==> config.mk <==
export PLATFORM = sky130hd
export DESIGN_NAME = qte_isqrt
export DESIGN_NICKNAME = d
export VERILOG_FILES = /design/src/design/qte_pkg.sv /design/src/design/qte_isqrt.sv
export SDC_FILE = /design/constraint.sdc
export NUM_CORES = 2
export LEC_CHECK = 0
export BUFFER_PORTS_ARGS = -buffer_cell sky130_fd_sc_hd__buf_4
export CAP_MARGIN = 20
export CORE_ASPECT_RATIO = 2
export CORE_MARGIN = 1.5
export CORE_UTILIZATION = 53
export CTS_CLUSTER_SIZE = 16
export DETAILED_ROUTE_END_ITERATION = 8
export PLACE_DENSITY = 0.81
export SLEW_MARGIN = 20
export SYNTH_ARGS = -nofsm -noshare
export SYNTH_HDL_FRONTEND = slang
export SYNTH_SLANG_ARGS = --single-unit
==> constraint.sdc <==
create_clock -name clk -period 4.2 [get_ports clk]
set_clock_uncertainty 0.2 [all_clocks]
set_input_delay 0.42 -clock clk [delete_from_list [all_inputs] [get_ports clk]]
set_output_delay 0.42 -clock clk [all_outputs]
set_load 0.01 [all_outputs]
==> src/design/qte_pkg.sv <==
// ----------------------------------------------------------------------------
// qte_pkg: shared types, constants and functions
// fixed-point widths, angle table and output rounding for the euler converter
// ----------------------------------------------------------------------------
package qte_pkg;

  localparam int CORDIC_STAGES_DEF = 16;
  localparam int ATAN_ENTRIES      = 24;
  localparam int ARG_W             = 36;  // atan2 argument width
  localparam int ANG_W             = 28;  // angle width, Q.24
  localparam int REM_W             = 57;  // radicand width, up to 2^56
  localparam int ROOT_W            = 29;  // floor square root width
  localparam int OUT_W             = 16;

  localparam logic signed [ANG_W-1:0] PI_Q24      = 28'sd52707179;
  localparam logic signed [OUT_W-1:0] PI_Q13      = 16'sd25736;
  localparam logic signed [OUT_W-1:0] HALF_PI_Q13 = 16'sd12868;

  typedef struct packed {
    logic en;   // pipeline advances
    logic vld;  // item present at this point
  } pipe_ctl_t;

  // atan(2^-i) in Q.24
  function automatic logic signed [ANG_W-1:0] atan_q24(input int idx);
    logic signed [ANG_W-1:0] a;
    case (idx)
      0:       a = 28'sd13176795;
      1:       a = 28'sd7778716;
      2:       a = 28'sd4110060;
      3:       a = 28'sd2086331;
      4:       a = 28'sd1047214;
      5:       a = 28'sd524117;
      6:       a = 28'sd262123;
      7:       a = 28'sd131069;
      default: a = (idx < ATAN_ENTRIES) ? (28'sd1 <<< (24 - idx)) : 28'sd0;
    endcase
    return a;
  endfunction

  // Q.24 to Q.13, half away from zero, then saturate to +/- lim
  function automatic logic signed [OUT_W-1:0] round_sat(input logic signed [ANG_W-1:0] a,
                                                        input logic signed [OUT_W-1:0] lim);
    logic [ANG_W-1:0]        mag;
    logic [ANG_W-1:0]        rm;
    logic signed [ANG_W-1:0] r;
    logic signed [ANG_W-1:0] l;
    mag = a[ANG_W-1] ? ANG_W'(-a) : ANG_W'(a);
    rm  = (mag + ANG_W'(1024)) >> 11;
    r   = a[ANG_W-1] ? -$signed(rm) : $signed(rm);
    l   = ANG_W'(lim);
    if (r > l) begin
      r = l;
    end else if (r < -l) begin
      r = -l;
    end
    return r[OUT_W-1:0];
  endfunction

endpackage

==> src/design/qte_isqrt.sv <==
// ----------------------------------------------------------------------------
// qte_isqrt: pipelined floor square root
// one result bit per stage, restoring, ROOT_W stages
// ----------------------------------------------------------------------------
module qte_isqrt (
  input  logic                         clk,
  input  logic                         rst_n,
  input  qte_pkg::pipe_ctl_t           ctl,
  input  logic [qte_pkg::REM_W-1:0]    rad,
  output logic                         root_vld,
  output logic [qte_pkg::ROOT_W-1:0]   root
);

  localparam int RW = qte_pkg::REM_W;
  localparam int QW = qte_pkg::ROOT_W;
  localparam int TW = RW + 2;

  logic [RW-1:0] rem_r [0:QW];
  logic [QW-1:0] q_r   [0:QW];
  logic          vld_r [0:QW];

  assign rem_r[0] = rad;
  assign q_r[0]   = '0;
  assign vld_r[0] = ctl.vld;

  for (genvar j = 0; j < QW; j++) begin : g_step
    localparam int K = QW - 1 - j;
    logic [TW-1:0] trial;
    logic [TW-1:0] rext;
    logic          ge;

    assign trial = (TW'(q_r[j]) << (K + 1)) + (TW'(1) << (2 * K));
    assign rext  = TW'(rem_r[j]);
    assign ge    = rext >= trial;

    always_ff @(posedge clk) begin
      if (!rst_n) begin
        vld_r[j+1] <= 1'b0;
      end else if (ctl.en) begin
        vld_r[j+1] <= vld_r[j];
      end
    end

    always_ff @(posedge clk) begin
      if (ctl.en) begin
        rem_r[j+1] <= ge ? RW'(rext - trial) : rem_r[j];
        q_r[j+1]   <= ge ? (q_r[j] | (QW'(1) << K)) : q_r[j];
      end
    end
  end

  assign root_vld = vld_r[QW];
  assign root     = q_r[QW];

endmodule

## Word-level counts from Yosys, hierarchy flattened

Cells that the tools add are included.

| cells by class | value |
|---|---|
| order comparisons | 29 |
| equality and inequality tests | 0 |
| reductions and logical operators | 0 |
| bitwise operators | 0 |
| multiply operators | 0 |
| shifts and indexed selects | 0 |
| div/mod/pow operators | 0 |
| mux-type cells | 29 |
| add/subtract/negate cells | 56 |

Operators by type and width:

| operator | number |
|---|---|
| $mux 57 | 28 |
| $sub 57x57->57 | 2 |
| $add 57x55->58 const B | 1 |
| $ge 57x58->1 | 1 |
| $add 56x53->57 const B | 1 |
| $ge 57x31->1 | 1 |
| $ge 57x32->1 | 1 |
| $ge 57x33->1 | 1 |
| $ge 57x34->1 | 1 |
| $ge 57x35->1 | 1 |
| $ge 57x36->1 | 1 |
| $ge 57x37->1 | 1 |
| $ge 57x38->1 | 1 |
| $ge 57x39->1 | 1 |
| $ge 57x40->1 | 1 |
| $ge 57x41->1 | 1 |
| $ge 57x42->1 | 1 |
| $ge 57x43->1 | 1 |
| $ge 57x44->1 | 1 |
| $ge 57x45->1 | 1 |
| $ge 57x46->1 | 1 |
| $ge 57x47->1 | 1 |
| $ge 57x48->1 | 1 |
| $ge 57x49->1 | 1 |
| other kinds (62) | 62 |

| word-level totals | value |
|---|---|
| RAM bits | 0 |
| input bits | 61 |
| logic and storage cells | 228 |
| bits in read-only memories | 0 |
| register bits after elaboration | 2,466 |
| memories kept | 0 |
| output and inout bits | 30 |
| bits in latches | 0 |

## Logic depth before layout (Yosys ltp)

| logic depth | value |
|---|---|
| depth in word-level cells | 3 |
| gate-level depth with buffers | 14 |
| mapped depth without buffers | 11 |

## Least setup slack after synthesis

No wires, ideal clock.

| path | value |
|---|---|
| path kind | reg2reg |
| start point | reg rem_r (netlist bit g_step[26].rext[24]) |
| end point | reg rem_r (netlist bit g_step[27].rext[42]) (data pin) |
| cell stages (with the launch flop) | 12 |
| data required time | 3.734 ns |
| arrival | 2.875 ns |
| setup slack | 0.859 ns |
| period minus slack after synthesis | 3.341 ns |
| path buffers | 2 |
| setup time | 0.266 ns |
| cell sequence | edfxtp_1 ha_1 clkbuf_1 and3_1 nand4_1 or4b_2 o211ai_1 o221ai_1 a21oi_1 clkbuf_1 nor3_1 xor2_1 |

| between the ends | value |
|---|---|
| longest elaborated chain between the ends | 2 |
| elaborated cells on any way between the ends | 3 |
| those cells by class | add/sub (1); order compare (1); mux (1) |

Ends and longest elaborated chain:

| item | RTL line | RTL |
|---|---|---|
| start, declared | qte_isqrt.sv:18 | `logic [RW-1:0] rem_r [0:QW];` |
| start signal, assigned by index | qte_isqrt.sv:46 | `rem_r[j+1] <= ge ? RW'(rext - trial) : rem_r[j];` |
| $sub 57x33->57 / $ge 57x33->1 (equally long branches) | qte_isqrt.sv:46, qte_isqrt.sv:34 |  |
| $mux 57 (*) | qte_isqrt.sv:46 |  |

Every way passes the cells marked *; elsewhere a longest branch is shown, timed or not.
A chain may end at the register's enable or synchronous reset.

## Final worst setup path

| path | value |
|---|---|
| start point | reg rem_r (netlist bit g_step[21].rext[17]) |
| end point | reg rem_r (netlist bit g_step[22].rext[42]) (data pin) |

| between the ends | value |
|---|---|
| longest elaborated chain between the ends | 2 |
| elaborated cells on any way between the ends | 3 |
| those cells by class | add/sub (1); order compare (1); mux (1) |

Ends and longest elaborated chain:

| item | RTL line |
|---|---|
| $sub 57x38->57 / $ge 57x38->1 (equally long branches) | qte_isqrt.sv:46, qte_isqrt.sv:34 |
| $mux 57 (*) | qte_isqrt.sv:46 |

Marks and branches as above.

==> results.toml <==
[run_status]
status = "finished with violations"
violations = "negative setup slack"

[final_layout]
stdcell_count = 11080
final-seq-area_um2 = 61570
nets = 8966
stdcell_area_um2 = 112100
area_growth_pct = 13.01
drive_above_1_share = 0.1024
multi_input_area_um2 = 34940
fill_cells = 14410

[detailed_routing]
wl_met1_mm = 70.42
drtIter0Drc = 5118
wirelength_mm = 316.8
wl_per_cell_um = 28.58
wl_met3_mm = 12.18
ant_nets = 0
vias = 68020
via_per_inst = 6.138
dr_wl_met2_mm = 180.5
top_layer = "met5"
drc = 0
dr.pass1.iters = 8

[die]
io_pins = 91
core_um2 = 186100
die_area_um2 = 189900
initial_core_util = 0.5331
row_count = 224
die_x_um = 308.9
die_h_um = 614.9

[synth]
async_flop_share = 0
synth_common_cells = "edfxtp_1, inv_1, a21oi_1, nor2_1, nand2_1"
syn_nets = 8457
synth_ff_type = "edfxtp_1"
synth_most_common_cell = "edfxtp_1"
avgSynthCellArea_um2 = 12.50
ys_ff_latch = 2060
netlist_instances = 7935
synth_edf_count = 2031
synth.largest_area_cell = "edfxtp_1"
yosysTopAreaCellShare = 0.6147
yosysSeqAreaShare = 0.6206
ys_warn_count = 0
syn_area_um2 = 99210
synth_cell_types = 107
synth_area_leaders = "edfxtp_1, ha_1, xnor2_1"

[min_path]
holdPathStages = 2
hp-class = "primary input to flop"
hp-start = "rad[30]"
whs_endpoint = "g_step[1].rext[30]"

[worst_setup_path]
rr_endpoint = "g_step[22].rext[42]"
critPathTopFamily = "simple AND/OR/NAND/NOR gates"
crit_buf_inv = 1
worst_path_largest_cell_delay_ns = 0.63
cp_max_fo = 8
reg2reg_slack_ns = -0.09
critical_path.startpoint_type = "flop"
crit_chain = "ha_4, nor4bb_4, nand4_1, or4_4, o2111ai_2, o21ai_1, or4_1, buf_4, nor3_2, xor2_1"
required_ns = 4.57
cp_slowest_cell = "or4_4"
endpoint_kind = "flop"
r2r_start = "g_step[21].rext[17]"
path_class = "flop to flop"
reg2reg_depth = 10
cp.arrival_ns = 4.67

[power_and_ir_drop]
p_leak_uw = 0.04219
ir_worst_vdd_v = 0.0005855
power.density_nw_per_um2 = 542.4

[timing]
worst_slew_pin_slew_ns = 1.288
rsz0062_at_grt = "no"
tns_ns = -0.5698
drv_slew = 0
timing.hold.ws_ns = 0.05592
finalSetupViolCount = 9
fin_crit_ns = 4.295
period_share = 1.023
timing.final.hold_violations = 0
timing.fmax_mhz = 232.9
timing.slew.headroom = 0.1344
final.setup.worst_slack_ns = -0.09450

[cts]
cts_tree = "yes"
cts_root_buffer = "clkbuf_16"
path_clk_slew_ns = 0.06
h-tree-depth = 4
clock_tree.buffer_depth = 4
clk_latency_ns = 0.89
clock_sinks = 2060
numCtsBuffers = 186

[place]
post_dp_cell_area_um2 = 105400
dp_worst_setup_slack_ns = -0.6862
dp_cells = 10680
place.gp.congestion = 1.078
port_buffers = 90
hpwlAfterDp_mm = 245.1

[global_routing]
grt_pass1_wl_mm = 452.2
grt_use_total = 0.3341
antenna_found_initial = 14
grt_pass1_vias = 72720
overflow = 0
grt_max_degree = 147

[flow_run]
drv_cap = 0
-- metrics by stage --
step	utilization	power [uW]
2_1_floorplan	-	36870
3_3_place_gp	0.5660	42790
3_5_place_dp	0.5661	43300
4_1_cts	0.6016	60340
5_1_grt	0.6023	62810
6_report	0.6025	60810
-- worst reg2reg max path: cells and delay by family, from the launching register on --
family	cells	cell delay, ns
flops	1	0.44
buf+inv	1	0.22
xor+xnor	1	0.10
fa+ha+maj	1	0.33
simple gates	5	2.39
compound gates	2	0.32
-- kinds of logic (layout without fill, tap and decap cells) --
kind of cell | Yosys count | after routing | synth area share
flip-flops | 2060 | 2060 | 0.6206
adder cells (fa/ha/maj) | 461 | 461 | 0.05822
buffers and inverters | 761 | 1407 | 0.02942
XOR/XNOR | 689 | 689 | 0.06083
AO/OA/AOI/OAI | 1527 | 1527 | 0.09591
AND/OR/NAND/NOR | 2337 | 2337 | 0.1242
other | 1 | 17 | 0.00003780
multiplexers | 99 | 99 | 0.01082
-- what timing repair did --
| item | 4_1_cts | 5_1_grt |
|---|---|---|
| hold buffers | 61 | 0 |
| endpoints found under the hold margin | 140 | 0 |
| pin swaps | 2 | 4 |
| endpoints found under the setup margin | 44 | 145 |
| gates resized for setup | 6 | 21 |
| buffers inserted | 0 | 1 |
| gates cloned | 0 | 0 |
-- cell usage in the layout, fill, tap and decap left out, types with 28 or more instances in the layout --
cell type,netlist,final
nand4b_1,36,36
nand3_1,157,156
a211oi_1,43,42
nor4_1,254,247
and2_1,33,33
o21ai_0,369,367
buf_12,0,32
mux2i_1,36,36
nor4b_1,40,39
clkinv_1,1,33
edfxtp_1,2031,2031
mux2_2,62,62
clkinv_2,0,38
or4_1,50,49
nor2b_1,85,85
nand3b_1,34,34
dfxtp_1,29,29
dlygate4sd3_1,0,61
xor2_1,286,286
o21bai_1,32,32
clkbuf_16,0,186
or2_2,29,29
nand4_1,144,144
nand2b_1,79,79
o21a_1,93,93
o211ai_1,28,28
xnor2_1,403,403
inv_1,581,581
nor3_1,222,221
or3_1,94,94
ha_1,460,457
nor2_1,503,502
a31oi_1,38,37
a21oi_1,512,512
o31ai_1,31,30
nand2_1,461,460
a21o_1,158,158
buf_4,2,403
-- worst max-delay path by stage --
stage	startpoint	endpoint	slack [ns]	cells after the start
3_5_place_dp	g_step[21].rext[17]	g_step[22].rext[48]	-0.69	11
2_1_floorplan	g_step[26].rext[24]	g_step[27].rext[42]	0.86	11
3_3_place_gp	g_step[21].rext[17]	g_step[22].rext[48]	-0.60	11
5_1_grt	g_step[21].rext[17]	g_step[22].rext[46]	0.001	10
4_1_cts	g_step[21].rext[17]	g_step[22].rext[48]	0.05	10
6_report	g_step[21].rext[17]	g_step[22].rext[42]	-0.09	10
-- per-layer routing --
layer | global-route usage | vias up
met3 | 0.05596 | 1639
met2 | 0.6650 | 2664
li1 | - | 30730
met1 | 0.1970 | 32980
met4 | 0.4603 | 6
met5 | 0 | -
-- sequential cells by signal, summed over array words and instances (netlist names) --
name and cells:
g_step.rext 1596, q_r 406, root 29, root_vld 1, vld_r 28
-- layout make-up --
cell class              instances  share of cell area
clock inverters               116             0.01084
well taps                    2486             0.02774
clock buffers                 209             0.04228
flip-flops and latches       2060              0.5491
inverters                     584             0.01955
multi-input cells            5114              0.3116
diodes                         16           0.0003571
repair buffers                498             0.03848
-- where the power goes --
part	leakage [uW]	switching [uW]	total (uW)	internal, uW
registers	0.0198	2460	28500	26100
logic	0.0195	9130	15000	5880
clock network	0.00290	7730	17300	9540
total	0.0422	19300	60800	41500
(Power assumes the default switching activity.)
